**src/rtl/core/assert_macros.svh**
```systemverilog
// Assertion macros shared by the cache RTL.
`ifndef ASSERT_MACROS_SVH
`define ASSERT_MACROS_SVH

// Property that must hold at every clock edge outside reset.
`define CHK_ALWAYS(name, clk, rst, expr) \
  name: assert property (@(posedge clk) disable iff (rst) (expr)) \
    else $error("invariant violated");

// Property whose consequent must hold in the cycle after the antecedent.
`define CHK_NEXT(name, clk, rst, ante, cons) \
  name: assert property (@(posedge clk) disable iff (rst) (ante) |=> (cons)) \
    else $error("next-cycle check violated");

`endif

```
**src/rtl/core/lwbc_pkg.sv**
```systemverilog
// Types, codes and sizes of the block cache tag controller.
package lwbc_pkg;

  localparam int SLOTS        = 16;
  localparam int CLUSTER_BITS = 28;
  localparam int SLOT_BITS    = $clog2(SLOTS);
  localparam int COUNT_BITS   = $clog2(SLOTS + 1);
  localparam int STAMP_BITS   = 32;
  localparam int CMD_BITS     = 3;
  localparam int KIND_BITS    = 2;

  localparam logic [CMD_BITS-1:0] CMD_READ       = 3'd0;
  localparam logic [CMD_BITS-1:0] CMD_WRITE      = 3'd1;
  localparam logic [CMD_BITS-1:0] CMD_FLUSH_ONE  = 3'd2;
  localparam logic [CMD_BITS-1:0] CMD_FLUSH_ALL  = 3'd3;
  localparam logic [CMD_BITS-1:0] CMD_INVALIDATE = 3'd4;

  localparam logic [KIND_BITS-1:0] KIND_DONE      = 2'd0;
  localparam logic [KIND_BITS-1:0] KIND_LOAD      = 2'd1;
  localparam logic [KIND_BITS-1:0] KIND_WRITEBACK = 2'd2;

  typedef enum logic [2:0] {
    OP_NONE,
    OP_START,
    OP_SCAN,
    OP_EVICT,
    OP_FILL,
    OP_FLUSH_ONE,
    OP_FLUSH_STEP,
    OP_FINISH
  } dp_op_t;

  typedef enum logic [2:0] {
    ST_IDLE,
    ST_SCAN,
    ST_ROUTE,
    ST_EVICT,
    ST_FILL,
    ST_FLUSH_ONE,
    ST_FLUSH_ALL,
    ST_FINISH
  } state_t;

  typedef struct packed {
    logic [CMD_BITS-1:0] cmd;
    logic                scan_last;
    logic                hit;
    logic                need_evict;
    logic                sel_dirty;
    logic                emit_ok;
  } dp_status_t;

  typedef struct packed {
    logic [KIND_BITS-1:0]    kind;
    logic [SLOT_BITS-1:0]    slot;
    logic [CLUSTER_BITS-1:0] target_cluster;
    logic                    hit;
    logic                    last;
    logic [COUNT_BITS-1:0]   used_count;
    logic [COUNT_BITS-1:0]   dirty_count;
  } result_t;

endpackage

```
**src/rtl/core/lwbc_cmd_if.sv**
```systemverilog
// Command channel: one command code and one cluster number per transaction.
interface lwbc_cmd_if;
  logic                              valid;
  logic                              ready;
  logic [lwbc_pkg::CMD_BITS-1:0]     command;
  logic [lwbc_pkg::CLUSTER_BITS-1:0] cluster;

  modport source (output valid, output command, output cluster, input ready);
  modport sink   (input valid, input command, input cluster, output ready);
endinterface

```
**src/rtl/core/lwbc_rsp_if.sv**
```systemverilog
// Result channel: one disk request or completion per transaction.
interface lwbc_rsp_if;
  logic                              valid;
  logic                              ready;
  logic [lwbc_pkg::KIND_BITS-1:0]    kind;
  logic [lwbc_pkg::SLOT_BITS-1:0]    slot;
  logic [lwbc_pkg::CLUSTER_BITS-1:0] target_cluster;
  logic                              hit;
  logic                              last;
  logic [lwbc_pkg::COUNT_BITS-1:0]   used_count;
  logic [lwbc_pkg::COUNT_BITS-1:0]   dirty_count;

  modport source (output valid, output kind, output slot, output target_cluster,
                  output hit, output last, output used_count, output dirty_count,
                  input ready);
  modport sink   (input valid, input kind, input slot, input target_cluster,
                  input hit, input last, input used_count, input dirty_count,
                  output ready);
endinterface

```
**src/rtl/core/lwbc_ctrl.sv**
```systemverilog
// Command sequencer of the block cache: steps scan, evict, fill, flush and finish.
module lwbc_ctrl (
  input  logic                          clk,
  input  logic                          rst,
  input  logic                          req_valid,
  input  logic [lwbc_pkg::CMD_BITS-1:0] req_command,
  input  lwbc_pkg::dp_status_t          status,
  output logic                          req_ready,
  output lwbc_pkg::dp_op_t              op
);

  lwbc_pkg::state_t state;
  lwbc_pkg::state_t state_next;
  logic             is_rw;

  assign is_rw = (status.cmd == lwbc_pkg::CMD_READ) ||
                 (status.cmd == lwbc_pkg::CMD_WRITE);

  always_ff @(posedge clk) begin
    if (rst) begin
      state <= lwbc_pkg::ST_IDLE;
    end else begin
      state <= state_next;
    end
  end

  always_comb begin
    state_next = state;
    case (state)
      lwbc_pkg::ST_IDLE: begin
        if (req_valid) begin
          if (req_command == lwbc_pkg::CMD_FLUSH_ALL) begin
            state_next = lwbc_pkg::ST_FLUSH_ALL;
          end else if (req_command <= lwbc_pkg::CMD_INVALIDATE) begin
            state_next = lwbc_pkg::ST_SCAN;
          end else begin
            state_next = lwbc_pkg::ST_FINISH;
          end
        end
      end
      lwbc_pkg::ST_SCAN: begin
        if (status.scan_last) state_next = lwbc_pkg::ST_ROUTE;
      end
      lwbc_pkg::ST_ROUTE: begin
        if (is_rw && !status.hit) begin
          state_next = status.need_evict ? lwbc_pkg::ST_EVICT : lwbc_pkg::ST_FILL;
        end else if ((status.cmd == lwbc_pkg::CMD_FLUSH_ONE) && status.hit &&
                     status.sel_dirty) begin
          state_next = lwbc_pkg::ST_FLUSH_ONE;
        end else begin
          state_next = lwbc_pkg::ST_FINISH;
        end
      end
      lwbc_pkg::ST_EVICT: begin
        if (status.emit_ok) state_next = lwbc_pkg::ST_FILL;
      end
      lwbc_pkg::ST_FILL: begin
        if (status.emit_ok) state_next = lwbc_pkg::ST_FINISH;
      end
      lwbc_pkg::ST_FLUSH_ONE: begin
        if (status.emit_ok) state_next = lwbc_pkg::ST_FINISH;
      end
      lwbc_pkg::ST_FLUSH_ALL: begin
        if (status.emit_ok && status.scan_last) state_next = lwbc_pkg::ST_FINISH;
      end
      lwbc_pkg::ST_FINISH: begin
        if (status.emit_ok) state_next = lwbc_pkg::ST_IDLE;
      end
      default: begin
        state_next = lwbc_pkg::ST_IDLE;
      end
    endcase
  end

  always_comb begin
    req_ready = 1'b0;
    op        = lwbc_pkg::OP_NONE;
    case (state)
      lwbc_pkg::ST_IDLE: begin
        req_ready = 1'b1;
        if (req_valid) op = lwbc_pkg::OP_START;
      end
      lwbc_pkg::ST_SCAN: begin
        op = lwbc_pkg::OP_SCAN;
      end
      lwbc_pkg::ST_EVICT: begin
        if (status.emit_ok) op = lwbc_pkg::OP_EVICT;
      end
      lwbc_pkg::ST_FILL: begin
        if (status.emit_ok) op = lwbc_pkg::OP_FILL;
      end
      lwbc_pkg::ST_FLUSH_ONE: begin
        if (status.emit_ok) op = lwbc_pkg::OP_FLUSH_ONE;
      end
      lwbc_pkg::ST_FLUSH_ALL: begin
        if (status.emit_ok) op = lwbc_pkg::OP_FLUSH_STEP;
      end
      lwbc_pkg::ST_FINISH: begin
        if (status.emit_ok) op = lwbc_pkg::OP_FINISH;
      end
      default: begin
        op = lwbc_pkg::OP_NONE;
      end
    endcase
  end

endmodule

```
**src/rtl/core/lwbc_dpath.sv**
```systemverilog
// Slot state, scan registers, occupancy counters and result register.
`include "assert_macros.svh"

module lwbc_dpath (
  input  logic                              clk,
  input  logic                              rst,
  input  lwbc_pkg::dp_op_t                  op,
  input  logic [lwbc_pkg::CMD_BITS-1:0]     req_command,
  input  logic [lwbc_pkg::CLUSTER_BITS-1:0] req_cluster,
  input  logic                              rsp_ready,
  output logic                              rsp_valid,
  output lwbc_pkg::result_t                 result,
  output lwbc_pkg::dp_status_t              status
);

  logic [lwbc_pkg::CLUSTER_BITS-1:0] tag [lwbc_pkg::SLOTS];
  logic [lwbc_pkg::STAMP_BITS-1:0]   stamp [lwbc_pkg::SLOTS];
  logic [lwbc_pkg::SLOTS-1:0]        valid;
  logic [lwbc_pkg::SLOTS-1:0]        dirty;
  logic [lwbc_pkg::STAMP_BITS-1:0]   access_clock;
  logic [lwbc_pkg::COUNT_BITS-1:0]   used_count;
  logic [lwbc_pkg::COUNT_BITS-1:0]   dirty_count;
  logic [lwbc_pkg::COUNT_BITS-1:0]   used_next;
  logic [lwbc_pkg::COUNT_BITS-1:0]   dirty_next;

  logic [lwbc_pkg::CMD_BITS-1:0]     cmd;
  logic [lwbc_pkg::CLUSTER_BITS-1:0] cluster;
  logic [lwbc_pkg::SLOT_BITS-1:0]    idx;
  logic                              match_found;
  logic [lwbc_pkg::SLOT_BITS-1:0]    match_idx;
  logic                              free_found;
  logic [lwbc_pkg::SLOT_BITS-1:0]    free_idx;
  logic [lwbc_pkg::SLOT_BITS-1:0]    victim_idx;
  logic [lwbc_pkg::CLUSTER_BITS-1:0] victim_tag;
  logic [lwbc_pkg::STAMP_BITS-1:0]   oldest;

  logic [lwbc_pkg::SLOT_BITS-1:0]    sel;
  logic                              is_rw;
  logic                              emit_ok;
  logic                              emit;
  lwbc_pkg::result_t                 result_next;

  assign sel = match_found ? match_idx : (free_found ? free_idx : victim_idx);
  assign is_rw = (cmd == lwbc_pkg::CMD_READ) || (cmd == lwbc_pkg::CMD_WRITE);
  assign emit_ok = !rsp_valid || rsp_ready;

  assign status.cmd        = cmd;
  assign status.scan_last  = (idx == lwbc_pkg::SLOT_BITS'(lwbc_pkg::SLOTS - 1));
  assign status.hit        = match_found;
  assign status.need_evict = !free_found && dirty[victim_idx];
  assign status.sel_dirty  = dirty[sel];
  assign status.emit_ok    = emit_ok;

  // Result fields and occupancy after the operation of this cycle.
  always_comb begin
    emit                       = 1'b0;
    used_next                  = used_count;
    dirty_next                 = dirty_count;
    result_next.kind           = lwbc_pkg::KIND_DONE;
    result_next.slot           = sel;
    result_next.target_cluster = cluster;
    result_next.hit            = 1'b0;
    result_next.last           = 1'b0;
    case (op)
      lwbc_pkg::OP_EVICT: begin
        emit                       = 1'b1;
        used_next                  = used_count - lwbc_pkg::COUNT_BITS'(1);
        dirty_next                 = dirty_count - lwbc_pkg::COUNT_BITS'(1);
        result_next.kind           = lwbc_pkg::KIND_WRITEBACK;
        result_next.slot           = victim_idx;
        result_next.target_cluster = victim_tag;
      end
      lwbc_pkg::OP_FILL: begin
        emit             = (cmd == lwbc_pkg::CMD_READ);
        result_next.kind = lwbc_pkg::KIND_LOAD;
        if (!valid[sel]) used_next = used_count + lwbc_pkg::COUNT_BITS'(1);
      end
      lwbc_pkg::OP_FLUSH_ONE: begin
        emit             = 1'b1;
        dirty_next       = dirty_count - lwbc_pkg::COUNT_BITS'(1);
        result_next.kind = lwbc_pkg::KIND_WRITEBACK;
        result_next.hit  = 1'b1;
      end
      lwbc_pkg::OP_FLUSH_STEP: begin
        result_next.kind           = lwbc_pkg::KIND_WRITEBACK;
        result_next.slot           = idx;
        result_next.target_cluster = tag[idx];
        if (valid[idx] && dirty[idx]) begin
          emit       = 1'b1;
          dirty_next = dirty_count - lwbc_pkg::COUNT_BITS'(1);
        end
      end
      lwbc_pkg::OP_FINISH: begin
        emit             = 1'b1;
        result_next.hit  = match_found;
        result_next.last = 1'b1;
        result_next.slot = (is_rw || match_found) ? sel : '0;
        if (cmd == lwbc_pkg::CMD_FLUSH_ALL) result_next.target_cluster = '0;
        if ((cmd == lwbc_pkg::CMD_WRITE) && !dirty[sel]) begin
          dirty_next = dirty_count + lwbc_pkg::COUNT_BITS'(1);
        end
        if ((cmd == lwbc_pkg::CMD_INVALIDATE) && match_found) begin
          used_next = used_count - lwbc_pkg::COUNT_BITS'(1);
          if (dirty[sel]) dirty_next = dirty_count - lwbc_pkg::COUNT_BITS'(1);
        end
      end
      default: begin
        emit = 1'b0;
      end
    endcase
    result_next.used_count  = used_next;
    result_next.dirty_count = dirty_next;
  end

  // Control state: slot flags, stamps, access clock, counters, scan pointer.
  always_ff @(posedge clk) begin
    if (rst) begin
      valid        <= '0;
      dirty        <= '0;
      access_clock <= '0;
      used_count   <= '0;
      dirty_count  <= '0;
      rsp_valid    <= 1'b0;
      cmd          <= lwbc_pkg::CMD_READ;
      idx          <= '0;
      match_found  <= 1'b0;
      free_found   <= 1'b0;
      for (int i = 0; i < lwbc_pkg::SLOTS; i++) begin
        stamp[i] <= '0;
      end
    end else begin
      used_count  <= used_next;
      dirty_count <= dirty_next;
      if (emit) begin
        rsp_valid <= 1'b1;
      end else if (rsp_ready) begin
        rsp_valid <= 1'b0;
      end
      case (op)
        lwbc_pkg::OP_START: begin
          cmd         <= req_command;
          idx         <= '0;
          match_found <= 1'b0;
          free_found  <= 1'b0;
        end
        lwbc_pkg::OP_SCAN: begin
          if (valid[idx] && (tag[idx] == cluster) && !match_found) match_found <= 1'b1;
          if (!valid[idx] && !free_found) free_found <= 1'b1;
          idx <= idx + lwbc_pkg::SLOT_BITS'(1);
        end
        lwbc_pkg::OP_EVICT: begin
          valid[victim_idx] <= 1'b0;
          dirty[victim_idx] <= 1'b0;
        end
        lwbc_pkg::OP_FILL: begin
          valid[sel] <= 1'b1;
          dirty[sel] <= 1'b0;
        end
        lwbc_pkg::OP_FLUSH_ONE: begin
          dirty[sel] <= 1'b0;
        end
        lwbc_pkg::OP_FLUSH_STEP: begin
          if (valid[idx]) dirty[idx] <= 1'b0;
          idx <= idx + lwbc_pkg::SLOT_BITS'(1);
        end
        lwbc_pkg::OP_FINISH: begin
          if (is_rw) begin
            access_clock <= access_clock + lwbc_pkg::STAMP_BITS'(1);
            stamp[sel]   <= access_clock + lwbc_pkg::STAMP_BITS'(1);
            if (cmd == lwbc_pkg::CMD_WRITE) dirty[sel] <= 1'b1;
          end
          if ((cmd == lwbc_pkg::CMD_INVALIDATE) && match_found) begin
            valid[sel] <= 1'b0;
            dirty[sel] <= 1'b0;
          end
        end
        default: begin
          cmd <= cmd;
        end
      endcase
    end
  end

  // Payload: tags, scan results and the result register.
  always_ff @(posedge clk) begin
    if (emit) result <= result_next;
    case (op)
      lwbc_pkg::OP_START: begin
        cluster <= req_cluster;
      end
      lwbc_pkg::OP_SCAN: begin
        if (valid[idx] && (tag[idx] == cluster) && !match_found) match_idx <= idx;
        if (!valid[idx] && !free_found) free_idx <= idx;
        if ((idx == '0) || (stamp[idx] < oldest)) begin
          oldest     <= stamp[idx];
          victim_idx <= idx;
          victim_tag <= tag[idx];
        end
      end
      lwbc_pkg::OP_FILL: begin
        tag[sel] <= cluster;
      end
      lwbc_pkg::OP_FINISH: begin
        if ((cmd == lwbc_pkg::CMD_INVALIDATE) && match_found) tag[sel] <= '0;
      end
      default: begin
        oldest <= oldest;
      end
    endcase
  end

  `CHK_ALWAYS(a_used_matches_valid, clk, rst, used_count == lwbc_pkg::COUNT_BITS'($countones(valid)))
  `CHK_ALWAYS(a_dirty_matches_flags, clk, rst, dirty_count == lwbc_pkg::COUNT_BITS'($countones(dirty)))
  `CHK_ALWAYS(a_dirty_implies_valid, clk, rst, (dirty & ~valid) == '0)
  `CHK_NEXT(a_fill_sets_valid, clk, rst, op == lwbc_pkg::OP_FILL, valid[$past(sel)])

endmodule

```
**src/rtl/core/lru_write_back_block_cache.sv**
```systemverilog
// Sequence: a command is taken in the idle state; all but flush all and an undefined
//   command then scan every slot, one slot per cycle, and pass a routing step; each
//   following result is issued when the result register is free. Flush all walks every
//   slot, one slot per cycle while the result register is free, and an undefined
//   command goes straight to its finish; a new command waits until the previous one ends.
// Reset: synchronous rst frees every slot and clears stamps, access clock and counters;
//   no clearing pass follows.
module lru_write_back_block_cache (
  input logic        clk,
  input logic        rst,
  lwbc_cmd_if.sink   req,
  lwbc_rsp_if.source rsp
);

  // Commands from the sequencer, status back from the datapath.
  lwbc_pkg::dp_op_t     op;
  lwbc_pkg::dp_status_t status;
  lwbc_pkg::result_t    result;

  // The sequencer owns the command handshake: a new transaction is taken only
  // in its idle state, even while the previous result still waits downstream.
  lwbc_ctrl u_ctrl (
    .clk         (clk),
    .rst         (rst),
    .req_valid   (req.valid),
    .req_command (req.command),
    .status      (status),
    .req_ready   (req.ready),
    .op          (op)
  );

  // The datapath holds slot tags, flags and stamps, the scan registers and the
  // result register that parts the result channel from the command side.
  lwbc_dpath u_dpath (
    .clk         (clk),
    .rst         (rst),
    .op          (op),
    .req_command (req.command),
    .req_cluster (req.cluster),
    .rsp_ready   (rsp.ready),
    .rsp_valid   (rsp.valid),
    .result      (result),
    .status      (status)
  );

  // Drive the result channel straight from the registered result.
  assign rsp.kind           = result.kind;
  assign rsp.slot           = result.slot;
  assign rsp.target_cluster = result.target_cluster;
  assign rsp.hit            = result.hit;
  assign rsp.last           = result.last;
  assign rsp.used_count     = result.used_count;
  assign rsp.dirty_count    = result.dirty_count;

endmodule
```
**src/flat_wrapper.sv**
```systemverilog
// flat-port wrapper written by rule: the top's interface ports become plain ports
module lru_write_back_block_cache_flat 
  (clk, rst, req_valid, req_command, req_cluster, req_ready, rsp_valid, rsp_kind, rsp_slot, rsp_target_cluster, rsp_hit, rsp_last, rsp_used_count, rsp_dirty_count, rsp_ready);
  lwbc_cmd_if req_i ();
  lwbc_rsp_if rsp_i ();
  input logic clk;
  input logic rst;
  input wire logic [$bits(req_i.valid)-1:0] req_valid;
  input wire logic [$bits(req_i.command)-1:0] req_command;
  input wire logic [$bits(req_i.cluster)-1:0] req_cluster;
  output wire logic [$bits(req_i.ready)-1:0] req_ready;
  output wire logic [$bits(rsp_i.valid)-1:0] rsp_valid;
  output wire logic [$bits(rsp_i.kind)-1:0] rsp_kind;
  output wire logic [$bits(rsp_i.slot)-1:0] rsp_slot;
  output wire logic [$bits(rsp_i.target_cluster)-1:0] rsp_target_cluster;
  output wire logic [$bits(rsp_i.hit)-1:0] rsp_hit;
  output wire logic [$bits(rsp_i.last)-1:0] rsp_last;
  output wire logic [$bits(rsp_i.used_count)-1:0] rsp_used_count;
  output wire logic [$bits(rsp_i.dirty_count)-1:0] rsp_dirty_count;
  input wire logic [$bits(rsp_i.ready)-1:0] rsp_ready;
  assign req_i.valid = req_valid;
  assign req_i.command = req_command;
  assign req_i.cluster = req_cluster;
  assign req_ready = req_i.ready;
  assign rsp_valid = rsp_i.valid;
  assign rsp_kind = rsp_i.kind;
  assign rsp_slot = rsp_i.slot;
  assign rsp_target_cluster = rsp_i.target_cluster;
  assign rsp_hit = rsp_i.hit;
  assign rsp_last = rsp_i.last;
  assign rsp_used_count = rsp_i.used_count;
  assign rsp_dirty_count = rsp_i.dirty_count;
  assign rsp_i.ready = rsp_ready;
  lru_write_back_block_cache u_core (.clk(clk), .rst(rst), .req(req_i), .rsp(rsp_i));
endmodule
```
**config.mk**
```make
export PLATFORM = sky130hd
export DESIGN_NAME = lru_write_back_block_cache_flat
export DESIGN_NICKNAME = d
export VERILOG_FILES = /design/src/rtl/core/lwbc_pkg.sv /design/src/rtl/core/lwbc_cmd_if.sv /design/src/rtl/core/lwbc_rsp_if.sv /design/src/rtl/core/lwbc_ctrl.sv /design/src/rtl/core/lwbc_dpath.sv /design/src/rtl/core/lru_write_back_block_cache.sv /design/src/flat_wrapper.sv
export VERILOG_INCLUDE_DIRS = /design/src /design/src/rtl/core
export SDC_FILE = /design/constraint.sdc
export NUM_CORES = 2
export LEC_CHECK = 0
export BUFFER_PORTS_ARGS = -buffer_cell sky130_fd_sc_hd__buf_2
export CORE_MARGIN = 5
export CORE_UTILIZATION = 56
export CTS_BUF_LIST = sky130_fd_sc_hd__clkbuf_8
export DETAILED_ROUTE_END_ITERATION = 6
export PLACE_DENSITY_LB_ADDON = 0.12
export SLEW_MARGIN = 15
export SYNTH_ARGS = -nofsm -noshare
export SYNTH_HDL_FRONTEND = slang
export SYNTH_SLANG_ARGS = --single-unit
```
**constraint.sdc**
```tcl
create_clock -name clk -period 7.4 [get_ports clk]
set_input_delay 1.48 -clock clk [delete_from_list [all_inputs] [get_ports clk]]
set_output_delay 1.48 -clock clk [all_outputs]
set_load 0.01 [all_outputs]
```
# ---- After elaboration in Yosys (flattened, before gate mapping)
# Memory sizes are Yosys's and may differ from the RTL's. A register that Yosys moved wholly into a read port is not among the register bits.
# Cells that the tools add are included.
dict set report classes {
  n_div 0
  bitwise 12
  shifts 0
  reduce_logical 47
  n_mux 89
  add_sub_neg 6
  magnitude_cmp 8
  n_mul 0
  eq_ne 31
}
# operator n
set ops {}
lappend ops {{$mux W16} 7}
lappend ops {{$and A16 B16 Y16} 6}
lappend ops {{$pmux W32 S3} 1}
lappend ops {{$pmux W16 S4} 1}
lappend ops {{$mux W28} 2}
lappend ops {{$not A16 Y16} 3}
lappend ops {{$pmux W16 S3} 1}
lappend ops {{$mux W3} 14}
lappend ops {{$pmux W3 S7} 2}
lappend ops {{$add A32 B1 Y32 const B} 1}
lappend ops {{$lt A32 B32 Y1} 1}
lappend ops {{$mux W32} 1}
lappend ops {{$mux W4} 8}
lappend ops {{$or A16 B16 Y16} 2}
lappend ops {{$reduce_or A32 Y1} 1}
lappend ops {{$mux W5} 6}
lappend ops {{$pmux W5 S3} 2}
lappend ops {{$eq A28 B28 Y1} 1}
lappend ops {{$mux W1} 28}
lappend ops {{$eq A3 B3 Y1 const B} 9}
lappend ops {{$eq A3 B2 Y1 const B} 7}
lappend ops {{$bmux W1 S4} 5}
lappend ops {{$ne A2 B2 Y1 const B} 9}
lappend ops {{$reduce_and A2 Y1} 8}
lappend ops {{other kinds (27)} 67}
dict set report word_totals {
  rom_bits 0
  input_bits 35
  latchBits 0
  memories 2
  word_cells 219
  ff_bits 233
  out_inout_bits 48
  ramBits 960
}
# memory depth width rd rd_ports_with_merged_regs wr line
set mem_list {}
lappend mem_list {u_core.u_dpath.stamp 16 32 1 1 16 lwbc_dpath.sv:17} ;# logic [lwbc_pkg::STAMP_BITS-1:0] stamp [lwbc_pkg::SLOTS];
lappend mem_list {u_core.u_dpath.tag 16 28 1 1 1 lwbc_dpath.sv:16} ;# logic [lwbc_pkg::CLUSTER_BITS-1:0] tag [lwbc_pkg::SLOTS];

# ---- Longest topological paths before layout
dict set report depth {
  depth_word 14
  mapped_depth 18
  ltp_nobuf 11
}

# ---- By module
# Synthesis repeated with hierarchy kept, for this count alone.
dict set report unflattened {
  hier_cells 3402
  area_unflattened_um2 51844.7
}
# module cells_each area_each_um2 seq_area_each_um2 instances
set modules_own_cells {}
lappend modules_own_cells {lwbc_dpath 3354 51478.1 34973.5 1}
lappend modules_own_cells {lwbc_ctrl 48 366.6 60.1 1}

# ---- Least setup slack after synthesis
# No wires, ideal clock.
dict set report synth_timing {
  path_type {register to register}
  from {reg with a tool-made name}
  to {reg u_core.u_dpath.oldest[0] (netlist name) (read register of u_core.u_dpath.stamp) (enable)}
  slack_ns -0.278
  arrival_ns 7.170
  n_path_buf 7
  setup_time_ns 0.509
  path_stages_with_launch 19
  required_time_ns 6.891
  period_less_slack_ns 7.678
  cell_sequence {dfxtp_1 -> buf_6 -> buf_6 -> buf_6 -> buf_6 -> buf_2 -> buf_1 -> buf_2 -> mux4_2 -> mux4_2 -> ha_1 -> a21o_1 -> a21o_1 -> a21o_1 -> a21oi_1 -> nor2b_1 -> o211ai_1 -> o311ai_0 -> o22ai_1}
}
# element line
set synth_lines {}
lappend synth_lines {{end, declared} lwbc_dpath.sv:35} ;# logic [lwbc_pkg::STAMP_BITS-1:0] oldest;

==> impl_metrics.env <==
export IMPL_initial_core_util=0.562
export IMPL_critPathBufInv=2
export IMPL_cts_sinks=1197
export IMPL_synth_fp_nets=3419
export IMPL_grt_ovfl_total=0
export IMPL_slowest_stage="dfxtp_4"
export IMPL_cts_inserted_buffers=190
export IMPL_row_count=111
export IMPL_path_class="reg -> reg"
export IMPL_powerDensity_nw_per_um2=319
export IMPL_place_hpwl_mm=83.8
export IMPL_slowest_delay_ns=0.92
export IMPL_slew_viol_final=0
export IMPL_post_cts_buffers=0
export IMPL_grt_pass1_wl_mm=199
export IMPL_ys_seq_area_frac=0.682
export IMPL_antenna_found_initial=3
export IMPL_cts_buffer_depth=3
export IMPL_synth_area_sq_um=51400
export IMPL_async_reset_ff_frac=0
export IMPL_die_y_um=313
export IMPL_cts_tree="yes"
export IMPL_worst_pin_slew_ns=1.18
export IMPL_drive_gt1_frac=0.210
export IMPL_hold_start="u_core.u_dpath.access_clock[1]$_SDFFE_PP0P_"
export IMPL_hold_class="reg -> reg"
export IMPL_avgSynthCellArea_sq_um=15.4
export IMPL_ys_seq_elements=1197
export IMPL_grt_max_degree=131
export IMPL_ant_nets=0
export IMPL_synth_enable_flop_cells=1106
export IMPL_period_share=0.742
export IMPL_fin_hold_ws_ns=0.497
export IMPL_ff2ff_setup_slack_ns=1.91
export IMPL_grtUsageTotal=0.273
export IMPL_core_area_sq_um=91400
export IMPL_fin_util=0.620
export IMPL_cp_data_required_time_ns=7.91
export IMPL_worst_slew_margin_rel=0.211
export IMPL_wl_per_cell_um=27.8
export IMPL_r2r_end="u_core.u_dpath.victim_idx[2]$_DFFE_PP_"
export IMPL_gp_congestion=0.934
export IMPL_cts_resized=0
export IMPL_max_freq_mhz=182
export IMPL_route_detailed_drc=0
export IMPL_run_status="finished clean"
export IMPL_path_max_fanout=56
export IMPL_r2r_cells=13
export IMPL_fin_total_pwr_uw=18100
export IMPL_placement_io_buffers=82
export IMPL_grt_pass1_vias=30400
export IMPL_num_nets_final=3530
export IMPL_fin_area_sq_um=56600
export IMPL_skew_ns=0.0409
export IMPL_synthFlopType="edfxtp_1"
export IMPL_cts_hold_fix_buffers=0
export IMPL_holdPathStages=2
export IMPL_crit_family="compound AO/OA/AOI/OAI gates"
export IMPL_end_kind="flip-flop"
export IMPL_die_area_sq_um=97900
export IMPL_critical_path_arrival_ns=6.00
export IMPL_cts_root_buf="clkbuf_8"
export IMPL_crit_path_start_kind="flip-flop"
export IMPL_hold_viol_final=0
export IMPL_clock_latency_ns=0.87
export IMPL_crit_top_cell="a21o_1"
export IMPL_path_cells="buf_4 -> mux4_2 -> mux4_2 -> ha_1 -> a21o_1 -> a21o_1 -> a21o_1 -> a21oi_1 -> nor2b_1 -> o211ai_1 -> o311ai_0 -> o22ai_4 -> buf_12"
export IMPL_viasPerCell=6.34
export IMPL_firstDrtPassIters=5
export IMPL_power_leakage_uw=0.0187
export IMPL_clk_pin_slew_worst_paths_ns=0.06
export IMPL_ios=83
export IMPL_wl_mm=133
export IMPL_drtIter0Drc=3588
export IMPL_netlist_instances=3344
export IMPL_h_tree_depth=4
export IMPL_dieWidth_um=313
export IMPL_yosys_warnings=0
export IMPL_place_area_sq_um=53100
export IMPL_syn_to_final_growth_pct=10.3
export IMPL_ir_drop_mv=0.211
export IMPL_holdPathEnd="u_core.u_dpath.access_clock[1]$_SDFFE_PP0P_"
export IMPL_finalSetupViolations=0
export IMPL_post_synth_num_cell_types=76
export IMPL_rsz0062_at_grt="false"
export IMPL_vias=30400
export IMPL_post_route_min_period_ns=5.49
export IMPL_maxCapViolCount=0
export IMPL_setup_tns_final_ns=0
## placed cells by master (no fill, tap or decap), drive strengths merged, types with 17 or more instances in the layout
cell	count
a2111oi	20
a211oi	25
a21oi	97
a221oi	18
a22oi	45
and2	35
buf	147
clkbuf	195
clkinv	57
dfxtp	91
edfxtp	1106
ha	40
inv	169
mux2	20
mux2i	49
mux4	284
nand2	156
nand2b	25
nand3	36
nand4	17
nor2	662
nor2b	18
nor3	21
o21ai	62
xnor2	38
xor2	40
## worst max-delay path by stage
| stage | from | end | slack [ns] | cells after the start |
|---|---|---|---|---|
| 2_1_floorplan | flip-flop | u_core.u_dpath.oldest[0]$_DFFE_PP_ | 1.06 | 18 |
| 3_3_place_gp | rsp_ready | u_core.u_dpath.stamp[4][0]$_SDFFCE_PN0P_ | 1.71 | 9 |
| 3_5_place_dp | rsp_ready | u_core.u_dpath.stamp[4][4]$_SDFFCE_PN0P_ | 1.58 | 9 |
| 4_1_cts | flip-flop | u_core.u_dpath.match_idx[0]$_DFFE_PP_ | 1.78 | 10 |
| 5_1_grt | flip-flop | u_core.u_dpath.match_idx[0]$_DFFE_PP_ | 1.48 | 10 |
| 6_report | flip-flop | u_core.u_dpath.victim_idx[2]$_DFFE_PP_ | 1.91 | 13 |
## state kept, by name (all words and copies together), names as in the netlist, 4 cells and up, named ones only
register	flops
u_core.u_dpath.free_idx	4
u_core.u_dpath.valid	16
u_core.u_dpath.idx	4
u_core.u_dpath.result	46
u_core.u_dpath.oldest	32
u_core.u_dpath.dirty_count	5
u_core.u_dpath.victim_idx	4
u_core.u_dpath.stamp	512
u_core.u_dpath.access_clock	32
u_core.u_dpath.cluster	28
u_core.u_dpath.tag	448
u_core.u_dpath.dirty	16
u_core.u_dpath.victim_tag	28
u_core.u_dpath.match_idx	4
u_core.u_dpath.used_count	5
## report_power, final
part           switching [uW]  leakage [uW]  internal (uW)  total, uW
Clock                    2610       0.00210           2570       5180
Combinational            2600       0.00519           1620       4220
Sequential                421        0.0114           8240       8660
## layout make-up
type / count / area, sq um
flip-flops and latches: 1197 / 35000
fillers: 6820 / 34800
multi-input cells: 1845 / 15400
clock buffers: 195 / 2680
well taps: 1186 / 1480
repair buffers: 147 / 951
clock inverters: 159 / 790
inverters: 74 / 280
diodes: 1 / 2.50
## routing by layer
| metal | share of wire | global-route usage | vias to the layer above |
|---|---|---|---|
| met3 | 0.089 | 0.0586 | 201 |
| met1 | 0.41 | 0.398 | 15700 |
| li1 | - | - | 13000 |
| met5 | 0.000097 | 0 | - |
| met2 | 0.48 | 0.425 | 1494 |
| met4 | 0.024 | 0.0764 | 2 |
## synth_stat cells, types with 35 or more instances
library cell	instances	area [sq um]
clkbuf_1	169	634
nor2_1	661	2480
nand2_1	156	586
o21ai_0	59	295
dfxtp_1	91	1820
and2_1	35	219
inv_1	69	259
a21oi_1	97	485
xor2_1	40	350
nand3_1	35	175
a22oi_1	43	323
edfxtp_1	1106	33200
mux4_2	278	6260
ha_1	40	500
mux2i_1	49	490
xnor2_1	38	333
## metrics by stage
| stage | std cells | setup WS (ns) |
|---|---|---|
| floorplan | 3344 | 1.06 |
| global route | 4804 | 1.48 |
| detailed placement | 4449 | 1.58 |
| CTS | 4803 | 1.78 |
| global placement | 4449 | 1.71 |
| finish | 4804 | 1.91 |
## logic make-up after synthesis
logic type,synth area share
flip-flops,0.682
AND/OR/NAND/NOR,0.0829
AO/OA/AOI/OAI,0.0475
multiplexers,0.139
buffers and inverters,0.0252
XOR/XNOR,0.0133
adder cells (fa/ha/maj),0.00994
## worst register-to-register path, cell delays in order (launching register included)
cell and delay, ns:
dfxtp_4 0.92, buf_4 0.81, mux4_2 0.42, mux4_2 0.49, ha_1 0.32, a21o_1 0.16
a21o_1 0.17, a21o_1 0.18, a21oi_1 0.13, nor2b_1 0.06, o211ai_1 0.14, o311ai_0 0.22
o22ai_4 0.65, buf_12 0.40
Note: power is estimated with default switching activity, not from simulation.
